File: config.mk
export PLATFORM = sky130hd
export DESIGN_NAME = cpu8_alu_flags_unit
export DESIGN_NICKNAME = d
export VERILOG_FILES = /design/src/rtl/cpu8alu_pkg.sv /design/src/rtl/cpu8_alu_flags_unit.sv /design/src/rtl/cpu8alu_exec.sv
export SDC_FILE = /design/constraint.sdc
export NUM_CORES = 1
export LEC_CHECK = 0
export ABC_AREA = 0
export BUFFER_PORTS_ARGS = -buffer_cell sky130_fd_sc_hd__clkbuf_2
export CORE_AREA = 2 2 112 114
export CTS_BUF_LIST = sky130_fd_sc_hd__clkbuf_8
export DETAILED_ROUTE_END_ITERATION = 10
export DIE_AREA = 0 0 114 116
export PLACE_DENSITY = 0.67
export RECOVER_POWER = 50
export SLEW_MARGIN = 20
export SYNTH_ARGS = -nofsm -noshare
export SYNTH_HDL_FRONTEND = slang
export SYNTH_HIERARCHICAL = 1
export SYNTH_SLANG_ARGS = --single-unit
File: constraint.sdc
create_clock -name clk -period 3.9 [get_ports clk]
set_input_delay 0.39 -clock clk [delete_from_list [all_inputs] [get_ports clk]]
set_output_delay 0.39 -clock clk [all_outputs]
set_load 0.005 [all_outputs]
File: src/rtl/cpu8alu_pkg.sv
// Opcodes, write targets, rotate kinds and shared types of the 8-bit ALU.
package cpu8alu_pkg;

  localparam int OpW = 5;

  localparam logic [OpW-1:0] OP_ADD  = 5'd0;
  localparam logic [OpW-1:0] OP_ADC  = 5'd1;
  localparam logic [OpW-1:0] OP_SUB  = 5'd2;
  localparam logic [OpW-1:0] OP_SBC  = 5'd3;
  localparam logic [OpW-1:0] OP_AND  = 5'd4;
  localparam logic [OpW-1:0] OP_OR   = 5'd5;
  localparam logic [OpW-1:0] OP_XOR  = 5'd6;
  localparam logic [OpW-1:0] OP_CP   = 5'd7;
  localparam logic [OpW-1:0] OP_INC  = 5'd8;
  localparam logic [OpW-1:0] OP_DEC  = 5'd9;
  localparam logic [OpW-1:0] OP_SWAP = 5'd10;
  localparam logic [OpW-1:0] OP_CPL  = 5'd11;
  localparam logic [OpW-1:0] OP_CCF  = 5'd12;
  localparam logic [OpW-1:0] OP_SCF  = 5'd13;
  localparam logic [OpW-1:0] OP_RLCA = 5'd14;
  localparam logic [OpW-1:0] OP_RLA  = 5'd15;
  localparam logic [OpW-1:0] OP_RRCA = 5'd16;
  localparam logic [OpW-1:0] OP_RRA  = 5'd17;
  localparam logic [OpW-1:0] OP_RLC  = 5'd18;
  localparam logic [OpW-1:0] OP_RL   = 5'd19;
  localparam logic [OpW-1:0] OP_RRC  = 5'd20;
  localparam logic [OpW-1:0] OP_RR   = 5'd21;
  localparam logic [OpW-1:0] OP_SLA  = 5'd22;
  localparam logic [OpW-1:0] OP_SRA  = 5'd23;
  localparam logic [OpW-1:0] OP_SRL  = 5'd24;
  localparam logic [OpW-1:0] OP_BIT  = 5'd25;
  localparam logic [OpW-1:0] OP_SET  = 5'd26;
  localparam logic [OpW-1:0] OP_RES  = 5'd27;
  localparam logic [OpW-1:0] OP_LDA  = 5'd28;

  localparam logic [1:0] WT_NONE = 2'd0;
  localparam logic [1:0] WT_ACC  = 2'd1;
  localparam logic [1:0] WT_OPND = 2'd2;

  localparam logic [2:0] ROT_RLC = 3'd0;
  localparam logic [2:0] ROT_RL  = 3'd1;
  localparam logic [2:0] ROT_RRC = 3'd2;
  localparam logic [2:0] ROT_RR  = 3'd3;
  localparam logic [2:0] ROT_SLA = 3'd4;
  localparam logic [2:0] ROT_SRA = 3'd5;

  typedef struct packed {
    logic z;
    logic n;
    logic h;
    logic c;
  } flags_t;

  typedef struct packed {
    logic [7:0] result;
    logic [1:0] target;
    flags_t     flags;
    logic       unknown;
  } exec_out_t;

endpackage

File: src/rtl/cpu8_alu_flags_unit.sv
// Top level of the 8-bit ALU: input register, datapath, result register, state.
// An accepted word waits in the input register, then moves into the result register.
// Throughput: one word per cycle unless the result is stalled; the flags, and the
// accumulator on accumulator writes, update as each word moves into the result register,
// so the next word sees them at once.
// Reset (rst, synchronous): clears both stages, the accumulator and all flags.
module cpu8_alu_flags_unit
  import cpu8alu_pkg::*;
(
  input  logic       clk,
  input  logic       rst,
  input  logic       in_valid,
  output logic       in_stall,
  input  logic [4:0] opcode,
  input  logic [7:0] operand,
  input  logic [2:0] bit_index,
  output logic       out_valid,
  input  logic       out_stall,
  output logic [7:0] result,
  output logic [1:0] write_target,
  output logic       zero_flag,
  output logic       subtract_flag,
  output logic       half_carry_flag,
  output logic       carry_flag,
  output logic       unknown_op
);

  logic       in_full;
  logic [4:0] op_q;
  logic [7:0] opnd_q;
  logic [2:0] bidx_q;
  logic [7:0] acc;
  flags_t     flags;
  exec_out_t  exec_res;
  exec_out_t  out_q;
  logic       advance;
  logic       in_take;

  assign advance  = in_full & (~out_valid | ~out_stall);
  assign in_stall = in_full & ~advance;
  assign in_take  = in_valid & ~in_stall;

  cpu8alu_exec u_exec (
    .opcode    (op_q),
    .operand   (opnd_q),
    .bit_index (bidx_q),
    .acc       (acc),
    .flags     (flags),
    .res       (exec_res)
  );

  always_ff @(posedge clk) begin
    if (rst) begin
      in_full   <= 1'b0;
      out_valid <= 1'b0;
      acc       <= 8'd0;
      flags     <= '0;
    end else begin
      if (in_take) begin
        in_full <= 1'b1;
      end else if (advance) begin
        in_full <= 1'b0;
      end
      if (advance) begin
        out_valid <= 1'b1;
        flags     <= exec_res.flags;
        if (exec_res.target == WT_ACC) begin
          acc <= exec_res.result;
        end
      end else if (~out_stall) begin
        out_valid <= 1'b0;
      end
    end
  end

  // payload registers: load on take/advance, hold otherwise
  always_ff @(posedge clk) begin
    if (in_take) begin
      op_q   <= opcode;
      opnd_q <= operand;
      bidx_q <= bit_index;
    end
    if (advance) begin
      out_q <= exec_res;
    end
  end

  assign result          = out_q.result;
  assign write_target    = out_q.target;
  assign zero_flag       = out_q.flags.z;
  assign subtract_flag   = out_q.flags.n;
  assign half_carry_flag = out_q.flags.h;
  assign carry_flag      = out_q.flags.c;
  assign unknown_op      = out_q.unknown;

endmodule

File: src/rtl/cpu8alu_exec.sv
// Single-pass ALU datapath: result byte, write target and new flags.
module cpu8alu_exec
  import cpu8alu_pkg::*;
(
  input  logic [4:0] opcode,
  input  logic [7:0] operand,
  input  logic [2:0] bit_index,
  input  logic [7:0] acc,
  input  flags_t     flags,
  output exec_out_t  res
);

  logic [8:0] sum9;
  logic [4:0] sum5;
  logic [8:0] dif9;
  logic [4:0] dif5;
  logic       cin_t;
  logic [7:0] rot_src;
  logic [4:0] rot_off;
  logic [2:0] rot_kind;
  logic [7:0] rot_r;
  logic       rot_c;
  logic [7:0] bit_mask;
  logic [7:0] inc_r;
  logic [7:0] dec_r;

  // carry-in only for the with-carry forms
  assign cin_t = flags.c & ((opcode == OP_ADC) | (opcode == OP_SBC));

  assign sum9 = {1'b0, acc} + {1'b0, operand} + {8'd0, cin_t};
  assign sum5 = {1'b0, acc[3:0]} + {1'b0, operand[3:0]} + {4'd0, cin_t};
  assign dif9 = {1'b0, acc} - {1'b0, operand} - {8'd0, cin_t};
  assign dif5 = {1'b0, acc[3:0]} - {1'b0, operand[3:0]} - {4'd0, cin_t};

  assign inc_r = operand + 8'd1;
  assign dec_r = operand - 8'd1;
  assign bit_mask = 8'd1 << bit_index;

  // accumulator rotates and operand rotates/shifts share one shifter
  assign rot_src  = (opcode <= OP_RRA) ? acc : operand;
  assign rot_off  = (opcode <= OP_RRA) ? (opcode - OP_RLCA) : (opcode - OP_RLC);
  assign rot_kind = rot_off[2:0];

  always_comb begin
    unique case (rot_kind)
      ROT_RLC: begin
        rot_r = {rot_src[6:0], rot_src[7]};
        rot_c = rot_src[7];
      end
      ROT_RL: begin
        rot_r = {rot_src[6:0], flags.c};
        rot_c = rot_src[7];
      end
      ROT_RRC: begin
        rot_r = {rot_src[0], rot_src[7:1]};
        rot_c = rot_src[0];
      end
      ROT_RR: begin
        rot_r = {flags.c, rot_src[7:1]};
        rot_c = rot_src[0];
      end
      ROT_SLA: begin
        rot_r = {rot_src[6:0], 1'b0};
        rot_c = rot_src[7];
      end
      ROT_SRA: begin
        rot_r = {rot_src[7], rot_src[7:1]};
        rot_c = rot_src[0];
      end
      default: begin
        rot_r = {1'b0, rot_src[7:1]};
        rot_c = rot_src[0];
      end
    endcase
  end

  always_comb begin
    res.result  = acc;
    res.target  = WT_NONE;
    res.flags   = flags;
    res.unknown = 1'b0;
    unique case (opcode)
      OP_ADD, OP_ADC: begin
        res.result = sum9[7:0];
        res.target = WT_ACC;
        res.flags  = '{z: (sum9[7:0] == 8'd0), n: 1'b0, h: sum5[4], c: sum9[8]};
      end
      OP_SUB, OP_SBC: begin
        res.result = dif9[7:0];
        res.target = WT_ACC;
        res.flags  = '{z: (dif9[7:0] == 8'd0), n: 1'b1, h: dif5[4], c: dif9[8]};
      end
      OP_CP: begin
        res.flags = '{z: (dif9[7:0] == 8'd0), n: 1'b1, h: dif5[4], c: dif9[8]};
      end
      OP_AND: begin
        res.result = acc & operand;
        res.target = WT_ACC;
        res.flags  = '{z: ((acc & operand) == 8'd0), n: 1'b0, h: 1'b1, c: 1'b0};
      end
      OP_OR: begin
        res.result = acc | operand;
        res.target = WT_ACC;
        res.flags  = '{z: ((acc | operand) == 8'd0), n: 1'b0, h: 1'b0, c: 1'b0};
      end
      OP_XOR: begin
        res.result = acc ^ operand;
        res.target = WT_ACC;
        res.flags  = '{z: ((acc ^ operand) == 8'd0), n: 1'b0, h: 1'b0, c: 1'b0};
      end
      OP_INC: begin
        res.result = inc_r;
        res.target = WT_OPND;
        res.flags  = '{z: (inc_r == 8'd0), n: 1'b0, h: (operand[3:0] == 4'hF),
                       c: flags.c};
      end
      OP_DEC: begin
        res.result = dec_r;
        res.target = WT_OPND;
        res.flags  = '{z: (dec_r == 8'd0), n: 1'b1, h: (operand[3:0] == 4'h0),
                       c: flags.c};
      end
      OP_SWAP: begin
        res.result = {operand[3:0], operand[7:4]};
        res.target = WT_OPND;
        res.flags  = '{z: (operand == 8'd0), n: 1'b0, h: 1'b0, c: 1'b0};
      end
      OP_CPL: begin
        res.result = ~acc;
        res.target = WT_ACC;
        res.flags  = '{z: flags.z, n: 1'b1, h: 1'b1, c: flags.c};
      end
      OP_CCF: begin
        res.flags = '{z: flags.z, n: 1'b0, h: 1'b0, c: ~flags.c};
      end
      OP_SCF: begin
        res.flags = '{z: flags.z, n: 1'b0, h: 1'b0, c: 1'b1};
      end
      OP_RLCA, OP_RLA, OP_RRCA, OP_RRA: begin
        res.result = rot_r;
        res.target = WT_ACC;
        res.flags  = '{z: 1'b0, n: 1'b0, h: 1'b0, c: rot_c};
      end
      OP_RLC, OP_RL, OP_RRC, OP_RR, OP_SLA, OP_SRA, OP_SRL: begin
        res.result = rot_r;
        res.target = WT_OPND;
        res.flags  = '{z: (rot_r == 8'd0), n: 1'b0, h: 1'b0, c: rot_c};
      end
      OP_BIT: begin
        res.flags = '{z: ((operand & bit_mask) == 8'd0), n: 1'b0, h: 1'b1, c: flags.c};
      end
      OP_SET: begin
        res.result = operand | bit_mask;
        res.target = WT_OPND;
      end
      OP_RES: begin
        res.result = operand & ~bit_mask;
        res.target = WT_OPND;
      end
      OP_LDA: begin
        res.result = operand;
        res.target = WT_ACC;
      end
      default: begin
        res.unknown = 1'b1;
      end
    endcase
  end

endmodule

# Yosys cells after proc, flatten, opt, wreduce, memory -nomap -nowiden
# Cells that the tools add are included.
# word_totals
regBits	45
in_bits	20
out_inout_bits	17
# op_classes
n_addsub	12
order_cmp	1
n_eq_ne	36
shifts	1
muxes	11
n_bitwise	19
n_reduce_logical	22
# op_table
cell	count
10-bit case mux with 14 select lines	1
8-bit logical NOT	10
5-bit == test (second input constant)	13
4-bit case mux with 14 select lines	1
8-bit case mux with 6 select lines	1
5-bit by 4-bit == test with 1-bit output (second input constant)	8
29-bit OR reduction	1
8-bit bitwise AND	3
5-bit by 3-bit == test with 1-bit output (second input constant)	4
8-bit inverter	2
8-bit bitwise OR	2
5-bit by 2-bit == test with 1-bit output (second input constant)	2
8-bit by 8-bit adder with 9-bit output	1
9-bit by 1-bit adder with 9-bit output	1
8-bit by 8-bit subtractor with 9-bit output	1
9-bit by 1-bit subtractor with 9-bit output	1
8-bit by 1-bit adder with 8-bit output (second input constant)	1
8-bit two-way mux	1
1-bit by 3-bit << shifter with 8-bit output (first input constant)	1
8-bit by 1-bit subtractor with 8-bit output (second input constant)	1
8-bit bitwise XOR	1
7-bit OR reduction	1
3-bit by 2-bit == test with 1-bit output (second input constant)	2
3-bit == test (second input constant)	2
other kinds (25)	40

# Depth between registers and ports, before layout
# depth
word_depth	8
mapped_depth	17
mapped_depth_nobuf	14

# Modules after synthesis
# The synthesis kept the hierarchy.
# by_module_without_submodules
mod	n_inst	cells_each	area_per_inst_um2	seq_area_each_um2
cpu8alu_exec	1	468	3198.1	0.0
cpu8_alu_flags_unit	1	88	1522.7	1211.2

# Worst setup path after synthesis
# No wires, ideal clock.
# synth_timing
path_type	flip-flop to flip-flop
startpoint	reg op_q[2]
endpoint	reg flags[3] (netlist name)
setup_ns	0.065
arrival_time_ns	3.618
required_ns	3.835
slack_ns	0.217
stages_incl_launch_ff	16
synth_period_minus_slack_ns	3.683
cell_sequence	edfxtp_1 buf_4 buf_4 buf_2 nor2_1 nand4_1 fa_1 fa_1 o21a_1 nor2_4 xnor2_1 or4_1 or4_1 nand4_1 mux2i_1 nor2_1
# synth_rtl
element	line_no	rtl
from (decl)	cpu8_alu_flags_unit.sv:29	logic [4:0] op_q;
from (signal assigned)	cpu8_alu_flags_unit.sv:79	op_q <= opcode;

==> results.md <==
* Classification of the worst-slack hold path: in2reg
* Largest fanout of any net on the critical path at 8
* Synth Flop Type: sky130_fd_sc_hd__edfxtp_1
* Diodes inserted at 0
* Power per unit of standard cell area at between 200 and 300 mW/mm²
* Critical Path, Cell by Cell: inv_1 -> nand4_1 -> fa_1 -> fa_1 -> o21a_1 -> nor2_4 -> xnor2_1 -> or4_1 -> or4_1 -> nand4_1 -> mux2i_1 -> nor2_1
* Core Rows at 40
* Growth of design area from synthesis to finish at 9.30%
* Hold buffer count at CTS at 0
* Max Fclk at ~280 MHz
* Die outline area at around 0.013 mm²
* First-pass detailed-route iteration total at 6
* Number of antenna violations at the first check in global routing at 0
* Switching component of the power at 516 µW
* Port-buffer cells at 36
* Max Slew Vio Count at 0
* Number of global-route vias before repair at 4,436
* M1 wire length at 7310 µm
* Aggregate global-route resource usage at 0.270
* Stages on the worst setup path at 12
* WHS at 0.219 ns
* Proportion of netlist area held by the largest area contributor at 0.197
* Startpoint kind of the worst setup timing path: flip-flop
* Worst Path Required at around 4.2 ns
* Clock network fraction of design power at 0.251
* Number of nets produced by synthesis at about 620
* Worst hold path depth at 1
* Relative slew slack at 0.346
* Setup bufs post-CTS at 0
* Fraction of power spent switching nets at 0.381
* Fraction of layout instances using a drive strength above 1 at 0.134
* Drt via density at approximately 6.4
* Detailed route wirelength on metal2 at roughly 8000 µm
* Count of final hold-check violations at 0
* Top sig layer: met4
* Area of the core at between 0.01 and 0.015 mm²
* Antenna violation net count after detailed routing at 0
* Number of warnings printed during yosys synthesis at 6
* FFs w/ async S/R, synth at 0
* Total of cells resized after clock tree synthesis at 0
* Worst reg2reg path depth at 12
* Category of the worst setup path capture point: flip-flop
* Most frequent standard cell in the layout excluding fill and tap cells: sky130_fd_sc_hd__nor2_1
* Largest net degree at the start of global routing at 31
* Clock period minus final worst setup slack at 3.53 ns
* First-pass GRT wire length at between 20,000 and 30,000 µm
* Share of power burned in combinational logic at 0.330
* Routed length per placed instance at between 20 and 25 µm
* Number of buffers and inverters on the critical path at 1
* Result of the run: completed
* Post-Synthesis Mean Instance Area at about 8.5 µm²
* Library cell occupying the most area in the post-synthesis netlist: sky130_fd_sc_hd__edfxtp_1
* Fill count at 1,182
* R2r setup slk at 0.37 ns
* Critical path's largest stage delay at ~0.50 ns
* Netlist Area Pre-Place at 0.00472 mm²
* Crit path max-delay cell type: sky130_fd_sc_hd__or4_1
* Most used cells in the layout excluding fill and tap cells: sky130_fd_sc_hd__nor2_1, sky130_fd_sc_hd__nand2_1, sky130_fd_sc_hd__ha_1
* Worst setup slack after layout at approximately 0.37 ns
* HPWL Detailed at ~13,000 µm
* Maximum Capacitance Violations at 0
* RSZ-0062 raised after global routing: no
* Cell-internal power at between 800 and 900 µW
* Post-synthesis cell type count at about 80
* Leftover overflow at the end of global routing at 0
* Final total negative setup slack at 0 ns
* Iteration-0 DRC Markers at 540
* CTS tree: done
* Maximum root-to-sink buffer count at 2
* Category of cells accounting for the largest share of critical-path delay: simple AND/OR/NAND/NOR gates
* H-tree level count at 2
* Actual slew at the worst max-slew pin at 0.982 ns
* Number of enable flip-flop cells after synthesis at 31
* Reg power frac at 0.419
* Instance count of the mapped netlist at between 500 and 600
* Final count of negative-setup-slack endpoints at 0
* Crit share post-route at 0.905
* P_leak at 1.96 nW
* Total power after layout at 1.35 mW
* Clock-pin slew reported for the worst setup and hold paths after clock tree synthesis at roughly 0.12 ns
* Met3 layer wire length in the routed design at roughly 1600 µm
* Die Span X at around 110 µm
* Fraction of the yosys area taken by sequential cells at 0.257
* Routability-driven placement congestion ratio at about 1
* Clock buffer count from CTS at 5
* Worst Skew at between 0.015 and 0.02 ns
* Number of sinks on the clock net at 45
* Root buffer selected by CTS: sky130_fd_sc_hd__clkbuf_8
* Number of top-level pins at 37
* Data arrival time at the worst-slack endpoint at between 3 and 4 ns
* Via count at 4,682
* Maximum vdd ir drop at 0.138 mV
* Number of nets in the final layout at between 600 and 700
* Total Routed Length at roughly 18,000 µm
* Worst-skew pair later-pin latency at about 0.33 ns
* Seq cells post-synth at 45
* Initial cell density of the core at 0.396
* DRC errors left at 0
* Startpoint-to-endpoint class of the critical path: reg2reg
* Height of the chip at approximately 120 µm
* Worst slack after detailed placement at between 0.4 and 0.5 ns
* Top cells by area in the synthesized netlist: sky130_fd_sc_hd__edfxtp_1, sky130_fd_sc_hd__ha_1, sky130_fd_sc_hd__dfxtp_1
## power groups by stage
stage | registers (mW) | logic (mW) | clock network [mW]
floorplan | 0.571 | 0.299 | 0
finish | 0.567 | 0.447 | 0.340
global route | 0.571 | 0.480 | 0.362
detailed placement | 0.578 | 0.434 | 0
CTS | 0.567 | 0.437 | 0.346
global placement | 0.577 | 0.428 | 0
## registers in the layout, indices dropped and copies added, names as in the netlist, 2 cells and up
register / flops
op_q: 5
opnd_q: 8
bidx_q: 3
flags: 4
result: 8
acc: 8
write_target: 2
## worst register-to-register path: stages, from the launching register on
cell                       delay [ns]
sky130_fd_sc_hd__edfxtp_1        0.39
sky130_fd_sc_hd__inv_1           0.18
sky130_fd_sc_hd__nand4_1         0.25
sky130_fd_sc_hd__fa_1            0.48
sky130_fd_sc_hd__fa_1            0.46
sky130_fd_sc_hd__o21a_1          0.26
sky130_fd_sc_hd__nor2_4          0.12
sky130_fd_sc_hd__xnor2_1         0.10
sky130_fd_sc_hd__or4_1           0.50
sky130_fd_sc_hd__or4_1           0.40
sky130_fd_sc_hd__nand4_1         0.12
sky130_fd_sc_hd__mux2i_1         0.09
sky130_fd_sc_hd__nor2_1          0.11
## routing by layer
layer  vias up  global-route usage
li1       2127                   -
met1      2256               0.345
met2       259               0.452
met3        40              0.0633
met4         0              0.0886
met5         -                   0
## synth_stat cells (3+ instances only)
cell / n
sky130_fd_sc_hd__nor2_1: 46
sky130_fd_sc_hd__nand2_1: 38
sky130_fd_sc_hd__ha_1: 35
sky130_fd_sc_hd__inv_1: 34
sky130_fd_sc_hd__edfxtp_1: 31
sky130_fd_sc_hd__o21ai_0: 22
sky130_fd_sc_hd__a21oi_1: 21
sky130_fd_sc_hd__mux2i_1: 21
sky130_fd_sc_hd__nand2b_1: 21
sky130_fd_sc_hd__clkbuf_1: 16
sky130_fd_sc_hd__nand3_1: 16
sky130_fd_sc_hd__xnor2_1: 16
sky130_fd_sc_hd__nor3_1: 15
sky130_fd_sc_hd__buf_2: 14
sky130_fd_sc_hd__dfxtp_1: 14
sky130_fd_sc_hd__nor4_1: 11
sky130_fd_sc_hd__o21a_1: 11
sky130_fd_sc_hd__o22ai_1: 11
sky130_fd_sc_hd__nand4_1: 10
sky130_fd_sc_hd__a211oi_1: 9
sky130_fd_sc_hd__nor2b_1: 8
sky130_fd_sc_hd__o211ai_1: 8
sky130_fd_sc_hd__xor2_1: 8
sky130_fd_sc_hd__a22oi_1: 5
sky130_fd_sc_hd__o21ai_1: 5
sky130_fd_sc_hd__o2bb2ai_1: 5
sky130_fd_sc_hd__o31ai_1: 5
sky130_fd_sc_hd__a221oi_1: 4
sky130_fd_sc_hd__a31oi_1: 4
sky130_fd_sc_hd__a32oi_1: 4
sky130_fd_sc_hd__buf_6: 4
sky130_fd_sc_hd__fa_1: 4
sky130_fd_sc_hd__nand3b_1: 4
sky130_fd_sc_hd__nor3b_1: 4
sky130_fd_sc_hd__a21o_1: 3
sky130_fd_sc_hd__a32o_1: 3
sky130_fd_sc_hd__and2_1: 3
sky130_fd_sc_hd__and3b_1: 3
sky130_fd_sc_hd__o2111ai_1: 3
sky130_fd_sc_hd__or4_1: 3
## cells by family (layout without fill, tap and decap cells)
family / Yosys count / in the layout / share of synthesized area
and+or+nand+nor: 201 / 201 / 0.230
AOI/OAI and AO/OA: 151 / 151 / 0.232
buffers and inverters: 71 / 103 / 0.0681
DFF: 45 / 45 / 0.257
adders and majority gates: 39 / 39 / 0.110
muxes: 25 / 25 / 0.0588
xor gates and xnor gates: 24 / 24 / 0.0445
## worst paths after layout
path,startpoint,end
setup / recovery,op_q[4],flags[3]
hold / removal,bit_index[1],bidx_q[1]
setup reg to reg,op_q[4],flags[3]
hold reg to reg,in_full,out_valid
## layout make-up
class,count,area (µm²),area share
Clock buffer,5,68.8,0.0133
Clock inverter,3,25.0,0.00485
Sequential cell,45,1210,0.235
Inverter,34,128,0.0247
Multi-Input combinational cell,440,3190,0.618
Tap cell,147,184,0.0356
Timing Repair Buffer,61,355,0.0689
## per-stage QoR
step	instances	utilization	instance area, µm²
2_1_floorplan	556	-	4720
3_5_place_dp	727	0.426	5080
4_1_cts	735	0.434	5170
5_1_grt	735	0.433	5160
3_3_place_gp	727	0.426	5080
6_report	735	0.433	5160
(Power assumes the default switching activity.)
